$ cat src/rtl/lpfd_pkg.sv
// Package for the polynomial-counter fetch and decode unit.
// Holds the request and result types, state type, mnemonic codes and decode functions.
// No dependencies.
`default_nettype none

package lpfd_pkg;

    // Opcode bounds of the long transfer group, and the fixed offset of the counter
    localparam logic [7:0] LONG_FIRST = 8'h78;
    localparam logic [7:0] SHORT_FIRST = 8'h80;
    localparam logic [7:0] TML_FIRST = 8'h7c;
    localparam logic [6:0] OFFSET_FIXED = 7'd127;

    typedef enum logic [5:0] {
        MN_NOP    = 6'd0,
        MN_ADI    = 6'd1,
        MN_SKAI   = 6'd2,
        MN_LBLI   = 6'd3,
        MN_LDI    = 6'd4,
        MN_L      = 6'd5,
        MN_X      = 6'd6,
        MN_XI     = 6'd7,
        MN_XD     = 6'd8,
        MN_NEGA   = 6'd9,
        MN_OUT    = 6'd10,
        MN_OUT0   = 6'd11,
        MN_SC     = 6'd12,
        MN_RC     = 6'd13,
        MN_S      = 6'd14,
        MN_RIT    = 6'd15,
        MN_RITSK  = 6'd16,
        MN_LI     = 6'd17,
        MN_COMA   = 6'd18,
        MN_IN     = 6'd19,
        MN_XAL    = 6'd20,
        MN_LXA    = 6'd21,
        MN_XAX    = 6'd22,
        MN_SKM    = 6'd23,
        MN_SKA    = 6'd24,
        MN_RM     = 6'd25,
        MN_SM     = 6'd26,
        MN_AD     = 6'd27,
        MN_ADC    = 6'd28,
        MN_ADCSK  = 6'd29,
        MN_LBMI   = 6'd30,
        MN_TL     = 6'd31,
        MN_TML    = 6'd32,
        MN_T      = 6'd33,
        MN_UNKNOWN = 6'd34
    } t_mnemonic;

    typedef struct packed {
        logic       func;
        logic [1:0] start_segment;
        logic [6:0] start_offset;
        logic [7:0] code_byte;
    } t_request;

    typedef struct packed {
        logic       insn_done;
        logic [8:0] insn_address;
        logic [7:0] first_byte;
        logic [7:0] second_byte;
        logic [1:0] insn_length;
        t_mnemonic  mnemonic;
        logic [3:0] immediate;
        logic [9:0] target_address;
        logic [8:0] next_fetch_address;
    } t_result;

    typedef struct packed {
        logic [1:0] segment;
        logic [6:0] offset;
        logic       long_pending;
        logic [7:0] held_opcode;
        logic [8:0] held_address;
    } t_fetch_state;

    // One step of the polynomial counter; offset 127 maps to itself
    function automatic logic [6:0] step_offset(input logic [6:0] off);
        logic fb;
        fb = off[0] ^ off[1];
        return {~fb, off[6:1]};
    endfunction

    // Long transfer first byte: 0x78..0x7f
    function automatic logic is_long(input logic [7:0] op);
        return (op[7:3] == LONG_FIRST[7:3]);
    endfunction

    // Mnemonic of a one-byte opcode
    function automatic t_mnemonic single_mnemonic(input logic [7:0] op);
        t_mnemonic mn;
        mn = MN_UNKNOWN;
        if (op == 8'h00) begin
            mn = MN_NOP;
        end else if (op[7]) begin
            mn = MN_T;
        end else begin
            case (op[6:4])
                3'h0: mn = MN_ADI;
                3'h1: mn = MN_SKAI;
                3'h2: mn = MN_LBLI;
                3'h3: mn = MN_LDI;
                3'h6, 3'h7: begin
                    case (op[4:2])
                        3'b000: mn = MN_SKM;
                        3'b001: mn = MN_SKA;
                        3'b010: mn = MN_RM;
                        3'b011: mn = MN_SM;
                        3'b101: mn = MN_LBMI;
                        3'b100: begin
                            case (op[1:0])
                                2'd0: mn = MN_AD;
                                2'd2: mn = MN_ADC;
                                2'd3: mn = MN_ADCSK;
                                default: mn = MN_UNKNOWN;
                            endcase
                        end
                        default: mn = MN_UNKNOWN;
                    endcase
                end
                default: begin
                    case (op[4:0])
                        5'h00: mn = MN_L;
                        5'h01: mn = MN_X;
                        5'h02: mn = MN_XI;
                        5'h03: mn = MN_XD;
                        5'h04: mn = MN_NEGA;
                        5'h06: mn = MN_OUT;
                        5'h07: mn = MN_OUT0;
                        5'h08: mn = MN_SC;
                        5'h09: mn = MN_RC;
                        5'h0a: mn = MN_S;
                        5'h0c: mn = MN_RIT;
                        5'h0d: mn = MN_RITSK;
                        5'h12: mn = MN_LI;
                        5'h14: mn = MN_COMA;
                        5'h15: mn = MN_IN;
                        5'h17: mn = MN_XAL;
                        5'h1c: mn = MN_LXA;
                        5'h1d: mn = MN_XAX;
                        default: mn = MN_UNKNOWN;
                    endcase
                end
            endcase
        end
        return mn;
    endfunction

    // Immediate of a one-byte opcode
    function automatic logic [3:0] single_immediate(input logic [7:0] op);
        logic [3:0] imm;
        imm = 4'd0;
        if (op != 8'h00 && op[7:6] == 2'b00) begin
            imm = op[3:0];
        end else if (op[7:5] == 3'b011 && !(op[4] && op[3])) begin
            imm = {2'b00, op[1:0]};
        end
        return imm;
    endfunction

endpackage

`default_nettype wire

$ cat src/rtl/lfsr_pc_fetch_decode.sv
// Top level of the polynomial-counter fetch and decode unit.
// Input register, decode, fetch state and result register. Depends on lpfd_pkg, lpfd_decode.
//
//  channel | direction | handshake                       | payload
//  request | in        | i_in_valid / o_in_stall         | i_in_data  (t_request)
//  result  | out       | o_out_valid / i_out_stall       | o_out_data (t_result)
//
// One request per cycle sustained while i_out_stall stays low; a request passes from the
// input register, which feeds the decode logic, to the result register behind it.
// Synchronous active-low reset clears the fetch state (address 0, nothing held) and valids.
// A stalled result register holds its result; the input register keeps accepting while
// it is empty, so one request is taken while a finished result waits.
`default_nettype none

module lfsr_pc_fetch_decode (
    input  wire                   i_clk,
    input  wire                   i_rst_n,
    input  wire                   i_in_valid,
    input  wire lpfd_pkg::t_request i_in_data,
    output logic                  o_in_stall,
    output logic                  o_out_valid,
    output lpfd_pkg::t_result     o_out_data,
    input  wire                   i_out_stall
);

    logic                   r_in_valid;
    lpfd_pkg::t_request     r_in;
    lpfd_pkg::t_fetch_state r_state;
    logic                   r_out_valid;
    lpfd_pkg::t_result      r_out;

    lpfd_pkg::t_result      n_out;
    lpfd_pkg::t_fetch_state n_state;
    logic                   advance;

    // Stage 1 moves into the result register when that is free or being taken
    assign advance    = r_in_valid && (!r_out_valid || !i_out_stall);
    assign o_in_stall = r_in_valid && !advance;

    lpfd_decode u_decode (
        .i_req   (r_in),
        .i_state (r_state),
        .o_res   (n_out),
        .o_state (n_state)
    );

    // Input register
    always_ff @(posedge i_clk) begin
        if (!i_rst_n) begin
            r_in_valid <= 1'b0;
        end else if (!o_in_stall) begin
            r_in_valid <= i_in_valid;
        end
        if (!o_in_stall && i_in_valid) begin
            r_in <= i_in_data;
        end
    end

    // Fetch state and result register
    always_ff @(posedge i_clk) begin
        if (!i_rst_n) begin
            r_state     <= '0;
            r_out_valid <= 1'b0;
        end else begin
            if (advance) begin
                r_state     <= n_state;
                r_out_valid <= 1'b1;
            end else if (!i_out_stall) begin
                r_out_valid <= 1'b0;
            end
        end
        if (advance) begin
            r_out <= n_out;
        end
    end

    assign o_out_valid = r_out_valid;
    assign o_out_data  = r_out;

`ifndef ASSERT_OFF
    // A held byte is always a long transfer opcode
    a_held_long: assert property (@(posedge i_clk) disable iff (!i_rst_n)
        r_state.long_pending |-> lpfd_pkg::is_long(r_state.held_opcode))
        else $error("held opcode is not a long transfer");

    // Two-byte results come only from long transfer opcodes
    a_len_two: assert property (@(posedge i_clk) disable iff (!i_rst_n)
        (o_out_valid && o_out_data.insn_length == 2'd2) |->
        (o_out_data.insn_done && lpfd_pkg::is_long(o_out_data.first_byte)))
        else $error("two-byte result with wrong opcode");

    // Empty input register never stalls
    a_no_stall_empty: assert property (@(posedge i_clk) disable iff (!i_rst_n)
        !r_in_valid |-> !o_in_stall)
        else $error("stall with empty input register");

    // Fetch state changes only when a request moves to the result register
    a_state_hold: assert property (@(posedge i_clk) disable iff (!i_rst_n)
        !advance |=> $stable(r_state))
        else $error("fetch state changed without a request");
`endif

endmodule

`default_nettype wire

$ cat src/rtl/lpfd_decode.sv
// Combinational decode of one code byte against the fetch state.
// Produces the result and the next fetch state. Depends on lpfd_pkg.
`default_nettype none

module lpfd_decode (
    input  wire lpfd_pkg::t_request     i_req,
    input  wire lpfd_pkg::t_fetch_state i_state,
    output lpfd_pkg::t_result           o_res,
    output lpfd_pkg::t_fetch_state      o_state
);

    logic [1:0] seg;
    logic [6:0] off;
    logic [6:0] off_step;
    logic       pend;
    logic [7:0] op;
    logic       long_op;

    // Restart overrides fetch address and drops a held byte
    always_comb begin
        seg      = i_req.func ? i_req.start_segment : i_state.segment;
        off      = i_req.func ? i_req.start_offset : i_state.offset;
        pend     = i_req.func ? 1'b0 : i_state.long_pending;
        op       = i_req.code_byte;
        off_step = lpfd_pkg::step_offset(off);
        long_op  = lpfd_pkg::is_long(op);
    end

    // Result selection
    always_comb begin
        o_res = '0;
        o_res.mnemonic = lpfd_pkg::MN_NOP;
        o_res.next_fetch_address = {seg, off_step};
        if (pend) begin
            // second byte of a long transfer
            o_res.insn_done      = 1'b1;
            o_res.insn_address   = i_state.held_address;
            o_res.first_byte     = i_state.held_opcode;
            o_res.second_byte    = op;
            o_res.insn_length    = 2'd2;
            o_res.mnemonic       = (i_state.held_opcode < lpfd_pkg::TML_FIRST) ?
                                   lpfd_pkg::MN_TL : lpfd_pkg::MN_TML;
            o_res.target_address = {i_state.held_opcode[1:0], op};
        end else if (!long_op) begin
            o_res.insn_done    = 1'b1;
            o_res.insn_address = {seg, off};
            o_res.first_byte   = op;
            o_res.insn_length  = 2'd1;
            o_res.mnemonic     = lpfd_pkg::single_mnemonic(op);
            o_res.immediate    = lpfd_pkg::single_immediate(op);
            if (op >= lpfd_pkg::SHORT_FIRST) begin
                o_res.target_address = {1'b0, seg, op[6:0]};
            end
        end
    end

    // Next fetch state
    always_comb begin
        o_state.segment      = seg;
        o_state.offset       = off_step;
        o_state.long_pending = !pend && long_op;
        o_state.held_opcode  = i_state.held_opcode;
        o_state.held_address = i_state.held_address;
        if (!pend && long_op) begin
            o_state.held_opcode  = op;
            o_state.held_address = {seg, off};
        end
    end

endmodule

`default_nettype wire

$ cat config.mk
export PLATFORM = sky130hd
export DESIGN_NAME = lfsr_pc_fetch_decode
export DESIGN_NICKNAME = d
export VERILOG_FILES = /design/src/rtl/lpfd_pkg.sv /design/src/rtl/lfsr_pc_fetch_decode.sv /design/src/rtl/lpfd_decode.sv
export SDC_FILE = /design/constraint.sdc
export NUM_CORES = 1
export LEC_CHECK = 0
export BUFFER_PORTS_ARGS = -buffer_cell sky130_fd_sc_hd__buf_2
export CORE_MARGIN = 2
export CORE_UTILIZATION = 30
export DETAILED_ROUTE_END_ITERATION = 7
export GPL_TIMING_DRIVEN = 0
export PLACE_DENSITY = 0.6
export SLEW_MARGIN = 10
export SYNTH_ARGS = -nofsm -noshare
export SYNTH_HDL_FRONTEND = slang
export SYNTH_SLANG_ARGS = --single-unit
$ cat constraint.sdc
create_clock -name i_clk -period 3.4 [get_ports i_clk]
set_input_delay 1.02 -clock i_clk [delete_from_list [all_inputs] [get_ports i_clk]]
set_output_delay 1.02 -clock i_clk [all_outputs]
set_load 0.01 [all_outputs]
==> flow_summary.json <==
{
  "post_cts_repair_setup_buffers": 0,
  "p_per_area_mw_per_mm2": 491,
  "synth_cell_types": 52,
  "placement.io_buffers": 79,
  "grtUsageTotal_pct": 13.2,
  "clock_path_buffers": 2,
  "hold-worst-slack_ns": 0.478,
  "post_cts_hold_buffer_count": 0,
  "drive_above_1_share_pct": 23.1,
  "ys.flop_type": "sky130_fd_sc_hd__edfxtp_1",
  "layout_setup_ws_ns": 0.284,
  "via_per_inst": 4.75,
  "cts_num_sinks": 110,
  "rsz0062_at_grt": "no",
  "final_hold_violation_count": 0,
  "timing_max_transition_violations_final": 0,
  "worst_pin_slew_ns": 0.811,
  "htreeDepth": 3,
  "antenna_cells_inserted": 0,
  "worst_min_delay_path_category": "reg -> reg",
  "yosysSeqAreaShare_pct": 61.9,
  "max_slew_margin_pct": 45.9,
  "postRouteAntennaNets": 0,
  "setup_violations": 0,
  "layout_worst_path_cycle_share_pct": 91.6,
  "postSynthRegisterBits": 110,
  "worst_skew_pair.late_latency_ns": 0.35,
  "synth.net_count": 428,
  "cts_made_buffers": 9,
  "drc": 0,
  "worstSetupPathType": "in -> reg",
  "dieArea_mm2": 0.0169,
  "wl_mm": 10.7,
  "final_core_utilization_pct": 36.3,
  "floorplan.die.height_um": 130,
  "critPathLaunchType": "input port",
  "critical_path.max_fanout": 24,
  "synthesis.yosys.warnings": 0,
  "die_width_um": 130,
  "placeableCoreArea_mm2": 0.0157,
  "clock_skew_ns": 0.0106,
  "routabilityCongestion": 0.786,
  "synth-edff-count": 75,
  "number_of_global_route_vias_before_repair": 3422,
  "post-dp-hpwl_mm": 7.73,
  "path_clk_slew_ns": 0.07,
  "drt-pass1-iter-count": 4,
  "average_wire_per_standard_cell_um": 15.2,
  "synth_area_per_cell_um2": 12.1,
  "timing.final.crit_period_ns": 3.12,
  "max_cap_viol_count": 0,
  "dr_vias": 3346,
  "cts_root_buffer": "sky130_fd_sc_hd__clkbuf_16",
  "initial_core_util_pct": 30.3,
  "global_route.overflow_total": 0,
  "num_rows": 46,
  "finish.net_count": 518,
  "power_leakage_uw": 0.00242,
  "io-pin-count": 81,
  "post_cts.resized_instances": 0,
  "worstPathRequired_ns": 3.65,
  "wire_length_of_the_first_global_routing_pass_mm": 17.2,
  "fin_setup_tns_ns": 0,
  "number_of_antenna_violations_at_the_first_check_in_global_routing": 0,
  "dp_worst_setup_slack_ns": -0.101,
  "power.ir.vdd_worst_uv": 242,
  "outcome": "completed",
  "area_delta_synth_final_pct": 19.7,
  "critPathArrivalTime_ns": 3.37,
  "timing.critical_path.to_type": "flop",
  "area_of_the_mapped_netlist_mm2": 0.00477,
  "total_power_uw": 2800,
  "synth_async_sr_flop_share_pct": 0,
  "drt_first_iter_violations": 322,
  "cts_tree": "built",
  "synthCells": 394,
  "max_freq_mhz": 321,
  "grt_start_max_net_pins": 67
}
[layer usage]
metal	GRT usage [%]	routed length (µm)	vias up	share of wire (%)
met5	0	0	-	0
met3	3.44	648	12	6.0
met4	4.43	147	0	1.4
met2	22.0	5130	89	48
met1	16.9	4820	1631	45
li1	-	-	1614	-
[cell type report]
| type | instances | area (µm²) |
|---|---|---|
| multi-input combinational | 244 | 1640 |
| clock inverter | 3 | 20.0 |
| sequential | 110 | 2950 |
| buffer | 23 | 113 |
| inverter | 17 | 66.3 |
| clock buffer | 13 | 250 |
| fill | 1556 | 10000 |
| tap | 216 | 270 |
| timing repair buffer | 79 | 395 |
[cells in the mapped netlist, types with 2 or more instances]
library cell,number,area (µm²)
sky130_fd_sc_hd__and2_1,7,43.8
sky130_fd_sc_hd__buf_4,2,15.0
sky130_fd_sc_hd__buf_2,7,35.0
sky130_fd_sc_hd__nand3_1,4,20.0
sky130_fd_sc_hd__nor2b_1,13,81.3
sky130_fd_sc_hd__edfxtp_1,75,2250
sky130_fd_sc_hd__nor3_1,2,10.0
sky130_fd_sc_hd__or3_1,2,12.5
sky130_fd_sc_hd__mux2_2,2,22.5
sky130_fd_sc_hd__a22oi_1,2,15.0
sky130_fd_sc_hd__o211ai_1,7,52.6
sky130_fd_sc_hd__mux2i_1,16,160
sky130_fd_sc_hd__and3_1,2,12.5
sky130_fd_sc_hd__dfxtp_1,35,701
sky130_fd_sc_hd__a31oi_1,2,12.5
sky130_fd_sc_hd__xnor2_1,3,26.3
sky130_fd_sc_hd__nor4b_1,2,17.5
sky130_fd_sc_hd__inv_1,15,56.3
sky130_fd_sc_hd__clkbuf_1,13,48.8
sky130_fd_sc_hd__ha_1,12,150
sky130_fd_sc_hd__o21ai_0,12,60.1
sky130_fd_sc_hd__nand2_1,55,206
sky130_fd_sc_hd__o31ai_1,12,90.1
sky130_fd_sc_hd__a21boi_0,3,22.5
sky130_fd_sc_hd__o311a_1,2,20.0
sky130_fd_sc_hd__nand2b_1,6,37.5
sky130_fd_sc_hd__nor2_1,19,71.3
sky130_fd_sc_hd__a211oi_1,4,30.0
sky130_fd_sc_hd__nand4_1,3,18.8
sky130_fd_sc_hd__a21oi_1,8,40.0
sky130_fd_sc_hd__o211a_1,18,180
sky130_fd_sc_hd__o21a_1,7,52.6
sky130_fd_sc_hd__a221oi_1,3,26.3
[stage by stage]
stage / std cells / area, µm²
3_5_place_dp: 689 / 5440
4_1_cts: 705 / 5710
2_1_floorplan: 394 / 4770
5_1_grt: 705 / 5710
3_3_place_gp: 689 / 5430
6_report: 705 / 5710
[registers in the layout (all words and copies together) (netlist names), named ones only]
name	count
r_in	18
o_out_valid	1
o_out_data	57
r_state	27
r_in_valid	1
[critical path, cell delays in order]
cell and delay [ns]:
sky130_fd_sc_hd__buf_2 0.13, sky130_fd_sc_hd__nand3_2 0.12, sky130_fd_sc_hd__nand2_1 0.15, sky130_fd_sc_hd__inv_2 0.42, sky130_fd_sc_hd__nor2_1 0.09, sky130_fd_sc_hd__a21oi_1 0.38, sky130_fd_sc_hd__inv_1 0.19, sky130_fd_sc_hd__ha_1 0.23
sky130_fd_sc_hd__and3_2 0.17, sky130_fd_sc_hd__a221o_1 0.26, sky130_fd_sc_hd__a22oi_1 0.22
[layout by cell type, fill, tap and decap left out, types with 13 or more instances in the layout]
cell / Yosys / routed
sky130_fd_sc_hd__o211a_1: 18 / 18
sky130_fd_sc_hd__dfxtp_1: 35 / 35
sky130_fd_sc_hd__inv_1: 15 / 15
sky130_fd_sc_hd__nor2_1: 19 / 19
sky130_fd_sc_hd__nand2_1: 55 / 55
sky130_fd_sc_hd__clkbuf_1: 13 / 16
sky130_fd_sc_hd__buf_2: 7 / 85
sky130_fd_sc_hd__mux2i_1: 16 / 16
sky130_fd_sc_hd__edfxtp_1: 75 / 75
sky130_fd_sc_hd__nor2b_1: 13 / 13
[final timing paths]
kind	start	end	slack, ns	depth (start not counted)
setup / recovery	i_out_stall	flop	0.28	11
hold / removal	r_state[16]$_SDFFE_PN0P_	r_state[16]$_SDFFE_PN0P_	0.48	2
setup reg to reg	r_in_valid$_SDFFE_PN0N_	flop	0.73	10
hold reg to reg	r_state[16]$_SDFFE_PN0P_	r_state[16]$_SDFFE_PN0P_	0.48	2
[cells by family after synthesis]
logic type	after synthesis	share of synthesized area [%]
adder cells (fa/ha/maj)	12	3.15
AO/OA/AOI/OAI	89	14.4
XOR/XNOR	3	0.551
buffers and inverters	40	3.70
multiplexers	18	3.83
flip-flops	110	61.9
AND/OR/NAND/NOR	122	12.5
[where the power goes]
| group | switching (µW) | internal, µW | total (µW) |
|---|---|---|---|
| Combinational | 180 | 111 | 291 |
| Clock | 454 | 519 | 973 |
| Sequential | 27.7 | 1510 | 1540 |
| Total | 661 | 2140 | 2800 |
(Power assumes the default switching activity.)
